### src/sv/lpwd_pkg.sv
`default_nettype none

package lpwd_pkg;

	// default sizes handed to the top level parameters
	localparam int DURATION_BITS_DEFAULT = 15;
	localparam int COUNT_BITS_DEFAULT    = 16;

	// configuration port
	localparam int CFG_INDEX_BITS = 3;
	localparam int CFG_DATA_BITS  = 32;

	// register indexes
	localparam logic [CFG_INDEX_BITS-1:0] REG_ZERO_HIGH = 3'd0;
	localparam logic [CFG_INDEX_BITS-1:0] REG_ZERO_LOW  = 3'd1;
	localparam logic [CFG_INDEX_BITS-1:0] REG_ONE_HIGH  = 3'd2;
	localparam logic [CFG_INDEX_BITS-1:0] REG_ONE_LOW   = 3'd3;
	localparam logic [CFG_INDEX_BITS-1:0] REG_RESET_MIN = 3'd4;

	// window slots in the window register array
	localparam int NUM_WINDOWS = 4;
	localparam logic [1:0] WIN_ZERO_HIGH = 2'd0;
	localparam logic [1:0] WIN_ZERO_LOW  = 2'd1;
	localparam logic [1:0] WIN_ONE_HIGH  = 2'd2;
	localparam logic [1:0] WIN_ONE_LOW   = 2'd3;

	// reset pulse threshold; the default can never match a duration
	localparam int RESET_MIN_BITS = 16;
	localparam logic [RESET_MIN_BITS-1:0] RESET_MIN_DEFAULT = 16'd32768;

	// result counters as seen on the port
	localparam int OUT_COUNT_BITS = 16;

	// classification of one symbol
	typedef struct packed {
		logic is_reset;
		logic bit_ok;
		logic bit_val;
	} sym_class_t;

endpackage

`default_nettype wire

### src/sv/lpwd_sym_if.sv
`default_nettype none

interface lpwd_sym_if #(
	parameter int DURATION_BITS = lpwd_pkg::DURATION_BITS_DEFAULT
);
	logic                     valid;
	logic                     ready;
	logic                     first_level;
	logic [DURATION_BITS-1:0] first_duration;
	logic                     second_level;
	logic [DURATION_BITS-1:0] second_duration;
	logic                     last_symbol;

	modport source (
		output valid, first_level, first_duration, second_level, second_duration,
			last_symbol,
		input  ready
	);
	modport sink (
		input  valid, first_level, first_duration, second_level, second_duration,
			last_symbol,
		output ready
	);
endinterface

`default_nettype wire

### src/sv/lpwd_res_if.sv
`default_nettype none

interface lpwd_res_if;
	logic                                valid;
	logic                                ready;
	logic [7:0]                          data_byte;
	logic                                byte_valid;
	logic                                frame_done;
	logic                                success;
	logic [lpwd_pkg::OUT_COUNT_BITS-1:0] invalid_count;
	logic [lpwd_pkg::OUT_COUNT_BITS-1:0] bytes_so_far;

	modport source (
		output valid, data_byte, byte_valid, frame_done, success, invalid_count,
			bytes_so_far,
		input  ready
	);
	modport sink (
		input  valid, data_byte, byte_valid, frame_done, success, invalid_count,
			bytes_so_far,
		output ready
	);
endinterface

`default_nettype wire

### src/sv/lpwd_cfg_if.sv
`default_nettype none

interface lpwd_cfg_if;
	logic                                valid;
	logic                                ready;
	logic [lpwd_pkg::CFG_INDEX_BITS-1:0] index;
	logic [lpwd_pkg::CFG_DATA_BITS-1:0]  data;

	modport source (output valid, index, data, input ready);
	modport sink (input valid, index, data, output ready);
endinterface

`default_nettype wire

### src/sv/lpwd_cfg.sv
`default_nettype none

module lpwd_cfg #(
	parameter int DURATION_BITS = lpwd_pkg::DURATION_BITS_DEFAULT
) (
	input  wire logic                                       clk,
	input  wire logic                                       arst_n,
	lpwd_cfg_if.sink                                        cfg,
	output logic [lpwd_pkg::NUM_WINDOWS-1:0][2*DURATION_BITS-1:0] windows,
	output logic [lpwd_pkg::RESET_MIN_BITS-1:0]             reset_min
);

	logic [lpwd_pkg::NUM_WINDOWS-1:0][2*DURATION_BITS-1:0] windows_q;
	logic [lpwd_pkg::RESET_MIN_BITS-1:0]                    reset_min_q;
	logic                                                   wr;

	// writes are always taken
	assign cfg.ready = 1'b1;
	assign wr        = cfg.valid;

	// register file; unknown indexes are dropped
	always_ff @(posedge clk or negedge arst_n) begin
		if (!arst_n) begin
			windows_q   <= '0;
			reset_min_q <= lpwd_pkg::RESET_MIN_DEFAULT;
		end else if (wr) begin
			case (cfg.index)
				lpwd_pkg::REG_ZERO_HIGH: begin
					windows_q[lpwd_pkg::WIN_ZERO_HIGH] <= cfg.data[2*DURATION_BITS-1:0];
				end
				lpwd_pkg::REG_ZERO_LOW: begin
					windows_q[lpwd_pkg::WIN_ZERO_LOW] <= cfg.data[2*DURATION_BITS-1:0];
				end
				lpwd_pkg::REG_ONE_HIGH: begin
					windows_q[lpwd_pkg::WIN_ONE_HIGH] <= cfg.data[2*DURATION_BITS-1:0];
				end
				lpwd_pkg::REG_ONE_LOW: begin
					windows_q[lpwd_pkg::WIN_ONE_LOW] <= cfg.data[2*DURATION_BITS-1:0];
				end
				lpwd_pkg::REG_RESET_MIN: begin
					reset_min_q <= cfg.data[lpwd_pkg::RESET_MIN_BITS-1:0];
				end
				default: begin
				end
			endcase
		end
	end

	assign windows   = windows_q;
	assign reset_min = reset_min_q;

endmodule

`default_nettype wire

### src/sv/lpwd_classify.sv
`default_nettype none

module lpwd_classify #(
	parameter int DURATION_BITS = lpwd_pkg::DURATION_BITS_DEFAULT
) (
	input  wire logic                                             first_level,
	input  wire logic [DURATION_BITS-1:0]                         first_duration,
	input  wire logic                                             second_level,
	input  wire logic [DURATION_BITS-1:0]                         second_duration,
	input  wire logic [lpwd_pkg::NUM_WINDOWS-1:0][2*DURATION_BITS-1:0] windows,
	input  wire logic [lpwd_pkg::RESET_MIN_BITS-1:0]              reset_min,
	output lpwd_pkg::sym_class_t                                  cls
);

	localparam int CMP_BITS = lpwd_pkg::RESET_MIN_BITS + 1;

	// min in the low half, max in the high half; min > max never matches
	function automatic logic in_window(input logic [2*DURATION_BITS-1:0] win,
			input logic [DURATION_BITS-1:0] d);
		logic [DURATION_BITS-1:0] lo;
		logic [DURATION_BITS-1:0] hi;
		lo = win[DURATION_BITS-1:0];
		hi = win[2*DURATION_BITS-1:DURATION_BITS];
		return (d >= lo) && (d <= hi);
	endfunction

	logic first_reset;
	logic second_reset;
	logic shape_ok;
	logic zero_match;
	logic one_match;

	// reset pulse test on either low half
	assign first_reset  = !first_level &&
		(CMP_BITS'(first_duration) >= CMP_BITS'(reset_min));
	assign second_reset = !second_level &&
		(CMP_BITS'(second_duration) >= CMP_BITS'(reset_min));

	// bit windows, bit 0 wins when both match
	assign shape_ok   = first_level && !second_level;
	assign zero_match = shape_ok &&
		in_window(windows[lpwd_pkg::WIN_ZERO_HIGH], first_duration) &&
		in_window(windows[lpwd_pkg::WIN_ZERO_LOW], second_duration);
	assign one_match  = shape_ok &&
		in_window(windows[lpwd_pkg::WIN_ONE_HIGH], first_duration) &&
		in_window(windows[lpwd_pkg::WIN_ONE_LOW], second_duration);

	assign cls.is_reset = first_reset || second_reset;
	assign cls.bit_ok   = zero_match || one_match;
	assign cls.bit_val  = !zero_match;

endmodule

`default_nettype wire

### src/sv/lpwd_frame.sv
`default_nettype none

module lpwd_frame #(
	parameter int COUNT_BITS = lpwd_pkg::COUNT_BITS_DEFAULT
) (
	input  wire logic                 clk,
	input  wire logic                 arst_n,
	input  wire logic                 item_valid,
	input  wire lpwd_pkg::sym_class_t item_cls,
	input  wire logic                 item_last,
	output logic                      item_taken,
	lpwd_res_if.source                res
);

	localparam int OCB      = lpwd_pkg::OUT_COUNT_BITS;
	localparam int PROD_BITS = COUNT_BITS + 4;

	function automatic logic [COUNT_BITS-1:0] sat_inc(input logic [COUNT_BITS-1:0] v);
		return (v == '1) ? v : v + 1'b1;
	endfunction

	function automatic logic [OCB-1:0] clip_out(input logic [COUNT_BITS-1:0] v);
		logic [31:0] wide;
		wide = 32'(v);
		return (wide > 32'(16'hFFFF)) ? 16'hFFFF : wide[OCB-1:0];
	endfunction

	// left align a partial byte of pos bits
	function automatic logic [7:0] flush(input logic [7:0] sh, input logic [2:0] pos);
		logic [3:0] amt;
		amt = 4'd8 - {1'b0, pos};
		return sh << amt;
	endfunction

	logic [7:0]            shift_q;
	logic [2:0]            pos_q;
	logic [COUNT_BITS-1:0] err_q;
	logic [COUNT_BITS-1:0] sym_q;
	logic [COUNT_BITS-1:0] byte_q;
	logic                  stopped_q;

	logic [7:0]            shift_n;
	logic [2:0]            pos_n;
	logic [COUNT_BITS-1:0] err_n;
	logic [COUNT_BITS-1:0] sym_n;
	logic [COUNT_BITS-1:0] byte_n;
	logic                  stopped_n;
	logic                  have_byte;
	logic [7:0]            byte_val;
	logic [7:0]            shifted;
	logic                  produce;
	logic                  success;
	logic [PROD_BITS-1:0]  err_times_ten;

	logic                  res_valid_q;
	logic [7:0]            res_byte_q;
	logic                  res_byte_valid_q;
	logic                  res_done_q;
	logic                  res_success_q;
	logic [OCB-1:0]        res_invalid_q;
	logic [OCB-1:0]        res_bytes_q;
	logic                  out_free;

	// next frame state for the symbol in the input stage
	always_comb begin
		shift_n   = shift_q;
		pos_n     = pos_q;
		err_n     = err_q;
		stopped_n = stopped_q;
		sym_n     = sat_inc(sym_q);
		have_byte = 1'b0;
		byte_val  = 8'd0;
		shifted   = {shift_q[6:0], item_cls.bit_val};
		if (!stopped_q) begin
			if (item_cls.is_reset) begin
				if (pos_q != 3'd0) begin
					byte_val  = flush(shift_q, pos_q);
					have_byte = 1'b1;
					pos_n     = 3'd0;
					shift_n   = 8'd0;
				end
				stopped_n = 1'b1;
			end else if (!item_cls.bit_ok) begin
				err_n = sat_inc(err_q);
			end else if (pos_q == 3'd7) begin
				byte_val  = shifted;
				have_byte = 1'b1;
				pos_n     = 3'd0;
				shift_n   = 8'd0;
			end else begin
				shift_n = shifted;
				pos_n   = pos_q + 3'd1;
			end
		end
		// end of buffer flushes what is left
		if (item_last && !have_byte && pos_n != 3'd0) begin
			byte_val  = flush(shift_n, pos_n);
			have_byte = 1'b1;
			pos_n     = 3'd0;
			shift_n   = 8'd0;
		end
		byte_n  = have_byte ? sat_inc(byte_q) : byte_q;
		produce = have_byte || item_last;
	end

	// errors < symbols / 10  is the same as  10 * errors + 10 <= symbols
	assign err_times_ten = (PROD_BITS'(err_n) << 3) + (PROD_BITS'(err_n) << 1);
	assign success       = item_last &&
		((err_times_ten + PROD_BITS'(10)) <= PROD_BITS'(sym_n));

	// take the symbol unless its result has nowhere to go
	assign out_free   = !res_valid_q || res.ready;
	assign item_taken = item_valid && (!produce || out_free);

	// frame state; the last symbol clears it
	always_ff @(posedge clk or negedge arst_n) begin
		if (!arst_n) begin
			shift_q   <= '0;
			pos_q     <= '0;
			err_q     <= '0;
			sym_q     <= '0;
			byte_q    <= '0;
			stopped_q <= 1'b0;
		end else if (item_taken) begin
			if (item_last) begin
				shift_q   <= '0;
				pos_q     <= '0;
				err_q     <= '0;
				sym_q     <= '0;
				byte_q    <= '0;
				stopped_q <= 1'b0;
			end else begin
				shift_q   <= shift_n;
				pos_q     <= pos_n;
				err_q     <= err_n;
				sym_q     <= sym_n;
				byte_q    <= byte_n;
				stopped_q <= stopped_n;
			end
		end
	end

	// result register control
	always_ff @(posedge clk or negedge arst_n) begin
		if (!arst_n) begin
			res_valid_q <= 1'b0;
		end else if (out_free) begin
			res_valid_q <= item_taken && produce;
		end
	end

	// result register payload
	always_ff @(posedge clk) begin
		if (item_taken && produce) begin
			res_byte_q       <= have_byte ? byte_val : 8'd0;
			res_byte_valid_q <= have_byte;
			res_done_q       <= item_last;
			res_success_q    <= success;
			res_invalid_q    <= clip_out(err_n);
			res_bytes_q      <= clip_out(byte_n);
		end
	end

	assign res.valid         = res_valid_q;
	assign res.data_byte     = res_byte_q;
	assign res.byte_valid    = res_byte_valid_q;
	assign res.frame_done    = res_done_q;
	assign res.success       = res_success_q;
	assign res.invalid_count = res_invalid_q;
	assign res.bytes_so_far  = res_bytes_q;

endmodule

`default_nettype wire

### src/sv/led_pulse_width_bit_decoder.sv
// a symbol accepted into the input stage has its result registered when the frame stage takes it
// throughput: one symbol per cycle; the input stage stalls only when a result is pending
// and the result register is still held by the sink
// reset: arst_n clears the frame state and both stage valids, window registers go to zero
// and the reset threshold to 32768, which never matches

`default_nettype none

module led_pulse_width_bit_decoder #(
	parameter int DURATION_BITS = lpwd_pkg::DURATION_BITS_DEFAULT,
	parameter int COUNT_BITS    = lpwd_pkg::COUNT_BITS_DEFAULT
) (
	input  wire logic  clk,
	input  wire logic  arst_n,
	lpwd_sym_if.sink   sym,
	lpwd_cfg_if.sink   cfg,
	lpwd_res_if.source res
);

	logic [lpwd_pkg::NUM_WINDOWS-1:0][2*DURATION_BITS-1:0] windows;
	logic [lpwd_pkg::RESET_MIN_BITS-1:0]                    reset_min;

	logic                     valid_s1;
	logic                     first_level_s1;
	logic [DURATION_BITS-1:0] first_duration_s1;
	logic                     second_level_s1;
	logic [DURATION_BITS-1:0] second_duration_s1;
	logic                     last_s1;
	logic                     taken;
	logic                     sym_req;
	lpwd_pkg::sym_class_t     cls;

	lpwd_cfg #(
		.DURATION_BITS (DURATION_BITS)
	) u_cfg (
		.clk       (clk),
		.arst_n    (arst_n),
		.cfg       (cfg),
		.windows   (windows),
		.reset_min (reset_min)
	);

	// input stage takes a request when empty or draining
	assign sym.ready = !valid_s1 || taken;
	assign sym_req   = sym.valid && sym.ready;

	always_ff @(posedge clk or negedge arst_n) begin
		if (!arst_n) begin
			valid_s1 <= 1'b0;
		end else if (sym.ready) begin
			valid_s1 <= sym.valid;
		end
	end

	always_ff @(posedge clk) begin
		if (sym_req) begin
			first_level_s1     <= sym.first_level;
			first_duration_s1  <= sym.first_duration;
			second_level_s1    <= sym.second_level;
			second_duration_s1 <= sym.second_duration;
			last_s1            <= sym.last_symbol;
		end
	end

	lpwd_classify #(
		.DURATION_BITS (DURATION_BITS)
	) u_classify (
		.first_level     (first_level_s1),
		.first_duration  (first_duration_s1),
		.second_level    (second_level_s1),
		.second_duration (second_duration_s1),
		.windows         (windows),
		.reset_min       (reset_min),
		.cls             (cls)
	);

	lpwd_frame #(
		.COUNT_BITS (COUNT_BITS)
	) u_frame (
		.clk        (clk),
		.arst_n     (arst_n),
		.item_valid (valid_s1),
		.item_cls   (cls),
		.item_last  (last_s1),
		.item_taken (taken),
		.res        (res)
	);

endmodule

`default_nettype wire

### src/flat_wrapper.sv
// flat-port wrapper written by rule: the top's interface ports become plain ports
module led_pulse_width_bit_decoder_flat 
#(
	parameter int DURATION_BITS = lpwd_pkg::DURATION_BITS_DEFAULT,
	parameter int COUNT_BITS    = lpwd_pkg::COUNT_BITS_DEFAULT
)
  (clk, arst_n, sym_valid, sym_first_level, sym_first_duration, sym_second_level, sym_second_duration, sym_last_symbol, sym_ready, cfg_valid, cfg_index, cfg_data, cfg_ready, res_valid, res_data_byte, res_byte_valid, res_frame_done, res_success, res_invalid_count, res_bytes_so_far, res_ready);
  lpwd_sym_if #(.DURATION_BITS(DURATION_BITS)) sym_i ();
  lpwd_cfg_if cfg_i ();
  lpwd_res_if res_i ();
  input  wire logic clk;
  input  wire logic arst_n;
  input wire logic [$bits(sym_i.valid)-1:0] sym_valid;
  input wire logic [$bits(sym_i.first_level)-1:0] sym_first_level;
  input wire logic [$bits(sym_i.first_duration)-1:0] sym_first_duration;
  input wire logic [$bits(sym_i.second_level)-1:0] sym_second_level;
  input wire logic [$bits(sym_i.second_duration)-1:0] sym_second_duration;
  input wire logic [$bits(sym_i.last_symbol)-1:0] sym_last_symbol;
  output wire logic [$bits(sym_i.ready)-1:0] sym_ready;
  input wire logic [$bits(cfg_i.valid)-1:0] cfg_valid;
  input wire logic [$bits(cfg_i.index)-1:0] cfg_index;
  input wire logic [$bits(cfg_i.data)-1:0] cfg_data;
  output wire logic [$bits(cfg_i.ready)-1:0] cfg_ready;
  output wire logic [$bits(res_i.valid)-1:0] res_valid;
  output wire logic [$bits(res_i.data_byte)-1:0] res_data_byte;
  output wire logic [$bits(res_i.byte_valid)-1:0] res_byte_valid;
  output wire logic [$bits(res_i.frame_done)-1:0] res_frame_done;
  output wire logic [$bits(res_i.success)-1:0] res_success;
  output wire logic [$bits(res_i.invalid_count)-1:0] res_invalid_count;
  output wire logic [$bits(res_i.bytes_so_far)-1:0] res_bytes_so_far;
  input wire logic [$bits(res_i.ready)-1:0] res_ready;
  assign sym_i.valid = sym_valid;
  assign sym_i.first_level = sym_first_level;
  assign sym_i.first_duration = sym_first_duration;
  assign sym_i.second_level = sym_second_level;
  assign sym_i.second_duration = sym_second_duration;
  assign sym_i.last_symbol = sym_last_symbol;
  assign sym_ready = sym_i.ready;
  assign cfg_i.valid = cfg_valid;
  assign cfg_i.index = cfg_index;
  assign cfg_i.data = cfg_data;
  assign cfg_ready = cfg_i.ready;
  assign res_valid = res_i.valid;
  assign res_data_byte = res_i.data_byte;
  assign res_byte_valid = res_i.byte_valid;
  assign res_frame_done = res_i.frame_done;
  assign res_success = res_i.success;
  assign res_invalid_count = res_i.invalid_count;
  assign res_bytes_so_far = res_i.bytes_so_far;
  assign res_i.ready = res_ready;
  led_pulse_width_bit_decoder #(.DURATION_BITS(DURATION_BITS), .COUNT_BITS(COUNT_BITS)) u_core (.clk(clk), .arst_n(arst_n), .sym(sym_i), .cfg(cfg_i), .res(res_i));
endmodule
### config.mk
export PLATFORM = sky130hd
export DESIGN_NAME = led_pulse_width_bit_decoder_flat
export DESIGN_NICKNAME = d
export VERILOG_FILES = /design/src/sv/lpwd_pkg.sv /design/src/sv/lpwd_sym_if.sv /design/src/sv/lpwd_res_if.sv /design/src/sv/lpwd_cfg_if.sv /design/src/sv/lpwd_cfg.sv /design/src/sv/lpwd_classify.sv /design/src/sv/lpwd_frame.sv /design/src/sv/led_pulse_width_bit_decoder.sv /design/src/flat_wrapper.sv
export SDC_FILE = /design/constraint.sdc
export NUM_CORES = 1
export LEC_CHECK = 0
export ABC_AREA = 1
export ABC_CLOCK_PERIOD_IN_PS = 7550
export CAP_MARGIN = 20
export CORE_ASPECT_RATIO = 0.75
export CORE_MARGIN = 2
export CORE_UTILIZATION = 64
export DETAILED_ROUTE_END_ITERATION = 6
export DONT_BUFFER_PORTS = 1
export GPL_TIMING_DRIVEN = 0
export PLACE_DENSITY_LB_ADDON = 0.1
export SLEW_MARGIN = 20
export SYNTH_ARGS = -nofsm -noshare
export SYNTH_HDL_FRONTEND = slang
export SYNTH_SLANG_ARGS = --single-unit
### constraint.sdc
create_clock -name clk -period 7.55 [get_ports clk]
set_input_delay 0.3775 -clock clk [delete_from_list [all_inputs] [get_ports clk]]
set_output_delay 0.3775 -clock clk [all_outputs]
set_load 0.02 [all_outputs]
* Word level (Yosys, flattened, before mapping)
Index checks and enable logic that the tools add are counted.
Widths: inputs -> output; s select.
** Storage, ports and cells
- Register bits :: 274
- Output and inout bits :: 46
** Cells by class
- Add/subtract/negate cells :: 8
- $lt $le $gt $ge :: 11
- Equality and inequality tests :: 8
- Shifts and indexed selects :: 2
- Muxes and demuxes :: 39
- Reduce and logical (&&, ||, !) cells :: 38
** Operators by type and width (count)
- $mux 16 :: 10
- $mux 8 :: 13
- $ge 15x15->1 :: 4
- $le 15x15->1 :: 4
- $add 16x1->16 const B :: 3
- $eq 16x16->1 const B :: 3
- $ge 15x16->1 :: 2
- $mux 3 :: 7
- $add 19x17->20 :: 1
- $add 20x4->20 const B :: 1
- $le 20x16->1 :: 1
- $logic_and 1x1->1 :: 17
- $shl 8x4->8 :: 2
- $reduce_and 2->1 :: 5
- $mux 1 :: 9
- $sub 4x3->4 const A :: 2
- $logic_not 1->1 :: 7
- $eq 3x2->1 const B :: 2
- $eq 3x3->1 const B :: 2
- $logic_or 1x1->1 :: 6
- $reduce_bool 3->1 :: 2
- $add 3x1->3 const B :: 1
- $eq 3x1->1 const B :: 1
- $logic_not 3->1 :: 1

* Longest topological paths before layout
Gate-level depths: netlist of the first run.
- Depth in word-level cells :: 18
- Mapped depth :: 49

* By module
From an unflattened synthesis of the first run, not the netlist that was laid out.
** Second synthesis, totals
- Cells, all modules :: 2161
- Area, all modules :: 17630.7 um^2
** Modules (own cells, without submodules)
- lpwd_frame :: instances 1, cells an instance 840, area an instance 6895.4 um^2, seq. area each 2817.7 um^2
- lpwd_cfg :: instances 1, cells an instance 603, area an instance 5602.9 um^2, seq. area each 3404.5 um^2
- lpwd_classify :: instances 1, cells an instance 679, area an instance 4096.4 um^2, seq. area each 0.0 um^2
- led_pulse_width_bit_decoder :: instances 1, cells an instance 39, area an instance 1036.0 um^2, seq. area each 1016.0 um^2

* Worst setup path after synthesis of the first run
No wires, ideal clock.
- Path type :: register to register
- From :: register u_core.second_duration_s1[11]
- To :: register u_core.u_frame.res_success_q (netlist: u_core.u_frame.res.success) (data pin)
- Setup time :: 254 ps
- Data arrival time :: 5076 ps
- Required time :: 7296 ps
- Setup slack :: 2220 ps
- Stages on the path, launching flop included :: 41
- Path buffers :: 0
- Period minus slack after synthesis :: 5330 ps
- Cell sequence :: edfxtp_1 > ha_1 > a21oi_1 > o21ai_0 > a21oi_1 > nand3_1 > nand2_1 > nand2_1 > nor2_2 > nand3_2 > inv_2 > nand2_1 > xor2_1 > inv_1 > ha_1 > ha_1 > nand3_1 > nand2_1 > [5 not listed] > inv_1 > a21oi_1 > inv_1 > a21oi_1 > inv_1 > a31oi_1 > xnor2_1 > ha_1 > nand4_1 > a31oi_1 > a2bb2oi_1 > nor2_1 > nand2_1 > nor2_1 > nand3_1 > nor2_1 > nand2_1 > a21oi_2
** On the way
- Cells in the longest elaborated chain, start to end :: 11
- Elaborated cells between the ends (all ways) :: 19
** RTL lines
- start: declaration :: RTL line led_pulse_width_bit_decoder.sv:27 : logic [DURATION_BITS-1:0] second_duration_s1;
- start signal: assignment :: RTL line led_pulse_width_bit_decoder.sv:60 : second_duration_s1 <= sym.second_duration;
- $ge 15x15->1 or $le 15x15->1 (tied branches) :: RTL line lpwd_classify.sv:24 : return (d >= lo) && (d <= hi);
- $logic_and 1x1->1 :: RTL line lpwd_classify.sv:24
- $logic_and 1x1->1, on equally long branches :: RTL line lpwd_classify.sv:42, lpwd_classify.sv:45
- $logic_or 1x1->1 :: RTL line lpwd_classify.sv:49 : assign cls.bit_ok = zero_match || one_match;
- $mux 16 :: RTL line lpwd_frame.sv:83 : end else if (!item_cls.bit_ok) begin
- $mux 16 (*) :: RTL line lpwd_frame.sv:75 : if (item_cls.is_reset) begin
- $mux 16 (*) :: RTL line lpwd_frame.sv:74 : if (!stopped_q) begin
- via u_core.u_frame.err_n[3] :: RTL line lpwd_frame.sv:44 : logic [COUNT_BITS-1:0] err_n;
- $add 19x17->20 (*) :: RTL line lpwd_frame.sv:107 : assign err_times_ten = (PROD_BITS'(err_n) << 3) + (PROD_BITS'(err_n) << 1);
- $add 20x4->20 (*) :: RTL line lpwd_frame.sv:109 : ((err_times_ten + PROD_BITS'(10)) <= PROD_BITS'(sym_n));
- $le 20x16->1 (*) :: RTL line lpwd_frame.sv:109
- $logic_and 1x1->1 (*) :: RTL line lpwd_frame.sv:108 : assign success = item_last &&
- via u_core.u_frame.success :: RTL line lpwd_frame.sv:52 : logic success;
- end signal: assignment :: RTL line lpwd_frame.sv:158 : res_success_q <= success;
- end: declaration :: RTL line lpwd_frame.sv:59 : logic res_success_q;
The timed path passes the listed nets; every way through them passes the cells marked *.
A chain may end at the register's enable or synchronous reset.

* Final worst setup path of the first run
- From :: register u_core.second_duration_s1[9]
- To :: register u_core.u_frame.res_success_q (netlist: u_core.u_frame.res.success) (data pin)
Same word-level chain as after synthesis.

==> results of run 1 <==
==> layer usage <==
metal  share of wire [%]  global-route usage (%)  vias up
met1                  47                    50.0     6895
met5                   0                       0        -
met2                  42                    46.7      595
met4                 1.8                    5.88        0
li1                    -                       -     6945
met3                 9.6                    6.00       58
==> sequential cells by signal, indices dropped and copies added (netlist names) <==
signal                            flops
u_core.u_frame.res.valid              1
u_core.valid_s1                       1
u_core.last_s1                        1
u_core.second_duration_s1            15
u_core.u_frame.res.frame_done         1
u_core.u_frame.res.data_byte          8
u_core.u_frame.res.byte_valid         1
u_core.u_cfg.windows                120
u_core.u_frame.sym_q                 16
u_core.first_level_s1                 1
u_core.u_frame.err_q                 16
u_core.u_frame.pos_q                  3
u_core.u_frame.byte_q                16
u_core.u_frame.res.bytes_so_far      16
u_core.u_frame.res.success            1
u_core.u_frame.shift_q                8
u_core.u_frame.res.invalid_count     16
u_core.u_cfg.reset_min               16
u_core.second_level_s1                1
u_core.first_duration_s1             15
u_core.u_frame.stopped_q              1
==> Yosys cell counts (4+ instances only) <==
library cell and count:
edfxtp_1 76, nand3b_1 4, nor4_1 7, nand2_2 13, buf_4 6, a21o_1 9
nand4_1 28, a21oi_1 88, inv_2 13, nor2_1 115, nand3_2 7, nor2_2 7
inv_1 325, a31oi_1 5, o21ai_1 14, nand2_1 454, ha_1 202, o22ai_1 50
xor2_1 39, nor3_1 20, clkbuf_1 30, o21ai_0 201, buf_6 7, nand3_1 85
dfrtp_1 197
==> power by group through the flow <==
stage	sequential [mW]	clock, mW	combinational, mW
finish	2.04	1.38	1.63
detailed placement	2.06	0	1.55
floorplan	2.01	0	1.18
global route	2.07	1.45	1.85
CTS	2.04	1.40	1.61
global placement	2.06	0	1.47
==> final cells by class <==
cell class / count / area (µm²) / area share (%)
buffer: 46 / 250 / 1.33
clock inverter: 10 / 60.1 / 0.318
tap: 344 / 430 / 2.28
clock buffer: 43 / 850 / 4.50
antenna: 1 / 2.50 / 0.0133
inverter: 340 / 1280 / 6.77
multi-input combinational: 1391 / 8340 / 44.2
sequential: 274 / 7240 / 38.3
timing repair buffer: 38 / 425 / 2.25
==> kinds of logic (layout without fill, tap and decap cells) <==
family	count (synthesis)	in the layout	synth area share, %
flops	274	274	42.3
fa+ha+maj	202	202	14.8
other cells	1	2	0.0219
compound gates	393	393	12.8
xor+xnor	42	42	2.15
buf+inv	386	477	8.94
simple gates	753	753	19.0
==> worst reg2reg max path: cells and delay by family, from the launching register on <==
| family | cells | cell delay, ps |
|---|---|---|
| xor+xnor | 2 | 290 |
| fa+ha+maj | 4 | 1370 |
| compound gates | 12 | 1960 |
| flops | 1 | 570 |
| buf+inv | 5 | 540 |
| simple gates | 17 | 1860 |
==> path summary, 6_finish.rpt <==
check	startpoint	end	slack, ps
worst max-delay path	u_core.second_duration_s1[9]	u_core.u_frame.res.success	680
worst min-delay path	sym_valid	u_core.valid_s1	20
worst max register to register	u_core.second_duration_s1[9]	u_core.u_frame.res.success	680
worst min register to register	u_core.u_cfg.windows[87]	u_core.u_cfg.windows[87]	480
max in group asynchronous	arst_n	u_core.u_cfg.windows[58]	6170
min in group asynchronous	arst_n	u_core.u_cfg.windows[111]	570
==> flow_summary.json, run 1 <==
{
  "drtIter0Drc": 1184,
  "final.setup.tns_ps": 0,
  "cts_root_buffer": "clkbuf_16",
  "power_frac_comb_pct": 32.2,
  "nNetsFinal": 2395,
  "die_x_um": 193,
  "synthesis.area_um2": 17100,
  "layout_setup_ws_ps": 678,
  "clock_tree.htree_level_count": 1,
  "final_cell_count_no_fill": 2487,
  "worstHoldPathCells": 2,
  "finalHoldWorstSlack_ps": 23.6,
  "wirelength_mm": 44.5,
  "path_clk_slew_ps": 60,
  "yosys.area.top_type_share_pct": 28.8,
  "drv.max_cap_violation_count": 0,
  "wl_per_cell_um": 17.9,
  "die-height_um": 146,
  "first_pass_grt_wire_length_mm": 70.4,
  "run_status": "complete, no violations",
  "first_pass_detailed_route_iteration_total": 6,
  "clk_network_pwr_share_pct": 27.4,
  "globalRoute.totalOverflow": 0,
  "io_count": 119,
  "async_reset_ff_share_pct": 72.3,
  "yosys.area.top_type": "dfrtp_1",
  "cts_sinks": 274,
  "timing.critical_path.buf_inv": 5,
  "pre_cts_slack_ps": 842,
  "max_clock_freq_ghz": 0.146,
  "yosysSeqAreaShare_pct": 42.3,
  "post_cts.repair.setup_buffers": 0,
  "std_cell_rows": 51,
  "synth_edf_count": 76,
  "area_after_detailed_placement_um2": 17600,
  "timing.final.max_slew_violations": 0,
  "rsz0062_at_grt": "no",
  "p_sw_mw": 1.87,
  "yosys_register_bits": 274,
  "layout_commonest_cell": "nand2_1",
  "report.power.total_mw": 5.05,
  "stdcell_area_um2": 18900,
  "viasPerCell": 5.83,
  "synth_cell_types": 56,
  "route.vias.total": 14493,
  "cell_with_the_biggest_individual_delay_on_the_critical_path": "edfxtp_1",
  "drc_violation_count_after_routing": 0,
  "min_period_ps": 6870,
  "timing.final.crit_share_pct": 91.0,
  "pin_count_of_the_biggest_net_entering_global_routing": 199,
  "die_footprint_um2": 28100,
  "critPathRequiredTime_ps": 7870,
  "synthCells": 2051,
  "sw_frac_of_total_pct": 37.1,
  "hpwl_mm": 33.2,
  "yosys_warnings": 0,
  "layout.cells.most_common_list": "454 x nand2_1, 323 x inv_1, 202 x ha_1",
  "tritoncts": "built",
  "portBuffers": 0,
  "grt_antenna_before_repair": 1,
  "critical_path_arrival_ps": 7190,
  "insertion_delay_ps": 580,
  "critical-path-max-stage-delay_ps": 570,
  "initial_utilization_pct": 65.6,
  "syn_avg_cell_area_um2": 8.34,
  "setup_cp_type": "reg2reg",
  "power.ir.vdd_worst_mv": 0.213,
  "fin_worst_skew_ps": 22.3,
  "cell_internal_pwr_mw": 3.17,
  "filler_cell_count": 1988,
  "numCtsBuffers": 29,
  "layout-area-overhead-vs-synth_pct": 10.3,
  "worstSetupEndpointType": "register",
  "timing.final.hold_violations": 0,
  "drt.antenna.violating_nets": 0,
  "hold_buffers": 36,
  "syn_nets": 2326,
  "path_delay_family": "compound AO/OA/AOI/OAI gates",
  "placedCellCount": 2397,
  "post_layout_utilization_of_the_core_pct": 72.3,
  "worst_pin_slew_ps": 1040,
  "cts_buffer_depth": 3,
  "gr_util_all_layers_pct": 32.0,
  "leakage_nw": 9.18,
  "reg2reg_depth": 40,
  "netlist_top_cells_area": "dfrtp_1 29%, ha_1 15%, edfxtp_1 13%, nand2_1 10%, inv_1 7.1%",
  "final-setup-viol-count": 0,
  "grt_pass1_vias": 13404,
  "p_per_area_nw_per_um2": 267,
  "weighted_congestion_reported_at_the_end_of_routability_driven_placement": 0.927,
  "gates_resized_cts_repair": 0,
  "core_region_area_um2": 26100,
  "critical_path_cell_count": 40,
  "timing.slew.headroom_pct": 30.5,
  "layout_cell_share_with_drive_strength_beyond_1_pct": 5.79,
  "share_seq_of_total_power_pct": 40.4,
  "worstPathMaxFanout": 8,
  "start_kind": "register",
  "hold_path_class": "in2reg",
  "synth_flop_cell": "dfrtp_1"
}
(Power assumes the default switching activity.)
==> run 2: changes to the inputs <==
- CORE_UTILIZATION: 64 -> 65
==> run 2 against run 1 <==
Clock skew decreased by 8.3 ps; via count is 1.5% higher; final area up 0.70%; global-route usage up 1.0 points; flip-flop and latch count unchanged; sequential share of layout area down 0.26 points; worst setup slack worse by 75 ps; fmax decreased by 1.1%; critical path depth grew 1; critical path type unchanged; largest cell class unchanged.
==> flow_summary.json, run 2 (same netlist as run 1, synthesis figures left out) <==
{
  "cell_with_the_biggest_individual_delay_on_the_critical_path": "edfxtp_1",
  "layout.cells.most_common_list": "454 x nand2_1, 323 x inv_1, 202 x ha_1",
  "pre_cts_slack_ps": 724,
  "cts_root_buffer": "clkbuf_16",
  "r2r_slack_ps": 600,
  "critical-path-max-stage-delay_ps": 530,
  "hpwl_mm": 33.5,
  "drv.max_cap_violation_count": 0,
  "first_pass_detailed_route_iteration_total": 6,
  "placedCellCount": 2397,
  "die_x_um": 191,
  "path_clk_slew_ps": 70,
  "timing.critical_path.buf_inv": 5,
  "timing.slew.headroom_pct": 58.5,
  "grt_pass1_vias": 13569,
  "cts_sinks": 274,
  "layout-area-overhead-vs-synth_pct": 11.1,
  "timing.final.hold_violations": 0,
  "cts_buffer_depth": 3,
  "run_status": "complete, no violations",
  "finalHoldWorstSlack_ps": 60.1,
  "min_period_ps": 6950,
  "rsz0062_at_grt": "no",
  "critPathRequiredTime_ps": 7860,
  "timing.final.max_slew_violations": 0,
  "first_pass_grt_wire_length_mm": 70.8,
  "tritoncts": "built",
  "worstSetupEndpointType": "register",
  "grt_antenna_before_repair": 2,
  "gr_util_all_layers_pct": 33.0,
  "final_cell_count_no_fill": 2486,
  "path_delay_family": "simple AND/OR/NAND/NOR gates",
  "clock_tree.htree_level_count": 1,
  "power.ir.vdd_worst_mv": 0.200,
  "post_cts.repair.setup_buffers": 0,
  "nNetsFinal": 2395,
  "post_layout_utilization_of_the_core_pct": 73.4,
  "pin_count_of_the_biggest_net_entering_global_routing": 199,
  "p_per_area_nw_per_um2": 274,
  "globalRoute.totalOverflow": 0,
  "worst_pin_slew_ps": 621,
  "setup_cp_type": "reg2reg",
  "initial_utilization_pct": 66.0,
  "final-setup-viol-count": 0,
  "hold_path_class": "in2reg",
  "core_region_area_um2": 25900,
  "layout_commonest_cell": "nand2_1",
  "number_of_flip_flops_under_the_largest_register_name": 120,
  "drc_violation_count_after_routing": 0,
  "std_cell_rows": 51,
  "layout_cell_share_with_drive_strength_beyond_1_pct": 6.03,
  "die_footprint_um2": 27600,
  "max_clock_freq_ghz": 0.144,
  "worst_path_most_repeated_cell": "nand2_1",
  "drtIter0Drc": 1235,
  "drt.antenna.violating_nets": 0,
  "worstPathMaxFanout": 8,
  "layout_setup_ws_ps": 604,
  "critical_path_arrival_ps": 7260,
  "fin_worst_skew_ps": 14.0,
  "insertion_delay_ps": 560,
  "portBuffers": 0,
  "final.setup.tns_ps": 0,
  "die-height_um": 145,
  "numCtsBuffers": 28,
  "wirelength_mm": 45.5,
  "weighted_congestion_reported_at_the_end_of_routability_driven_placement": 0.918,
  "wl_per_cell_um": 18.3,
  "io_count": 119,
  "viasPerCell": 5.92,
  "route.vias.total": 14711,
  "start_kind": "register",
  "timing.final.crit_share_pct": 92.0,
  "leakage_nw": 9.26
}
-- run 2: where the power goes --
part	leakage (nW)	switching [mW]	internal, mW
Combinational	5.46	1.04	0.598
Clock	0.504	0.602	0.932
Sequential	3.30	0.239	1.80
-- run 2: worst register-to-register path: cells and delay by family, from the launching register on --
family	cells	cell delay [ps]
AND/OR/NAND/NOR	21	2280
AO/OA/AOI/OAI	9	1590
adder cells (fa/ha/maj)	4	1360
buffers and inverters	5	590
flip-flops	1	530
XOR/XNOR	2	370
-- run 2: area by class of cell --
type,instances,area (µm²)
Multi-Input combinational cell,1391,8350
Sequential cell,274,7240
Fill cell,1996,6900
Inverter,340,1280
Clock buffer,34,776
Timing Repair Buffer,39,453
Tap cell,344,430
Buffer,46,250
Clock inverter,17,233
Antenna cell,1,2.50
-- run 2: through the flow --
step           cell area (µm²)  total power [mW]
3_3_place_gp             17500              3.52
6_report                 19000              5.21
2_1_floorplan            17100              3.18
3_5_place_dp             17600              3.61
4_1_cts                  19000              5.19
5_1_grt                  19000              5.53
-- run 2: path summary, 6_finish.rpt --
| path | startpoint | to | cells past startpoint |
|---|---|---|---|
| hold / removal | sym_valid | u_core.valid_s1 | 2 |
| setup / recovery | u_core.first_duration_s1[13] | u_core.u_frame.res.success | 41 |
| max in group asynchronous | arst_n | u_core.u_frame.shift_q[5] | 3 |
| min in group asynchronous | arst_n | u_core.u_cfg.windows[23] | 2 |
| setup reg to reg | u_core.first_duration_s1[13] | u_core.u_frame.res.success | 41 |
| hold reg to reg | u_core.u_cfg.windows[82] | u_core.u_cfg.windows[82] | 2 |
-- run 2: routing by layer --
layer / global-route usage (%) / up-vias / share of wire [%]
met1: 50.8 / 7015 / 46
met2: 48.2 / 675 / 42
met5: 0 / - / 0
met4: 7.41 / 0 / 1.9
met3: 6.24 / 75 / 10
li1: - / 6946 / -
-- run 2: what timing repair did --
item,in CTS,in global routing
resized for setup,0,1
setup endpoints to repair,0,1
endpoints found under the hold margin,232,0
hold buffers,36,0
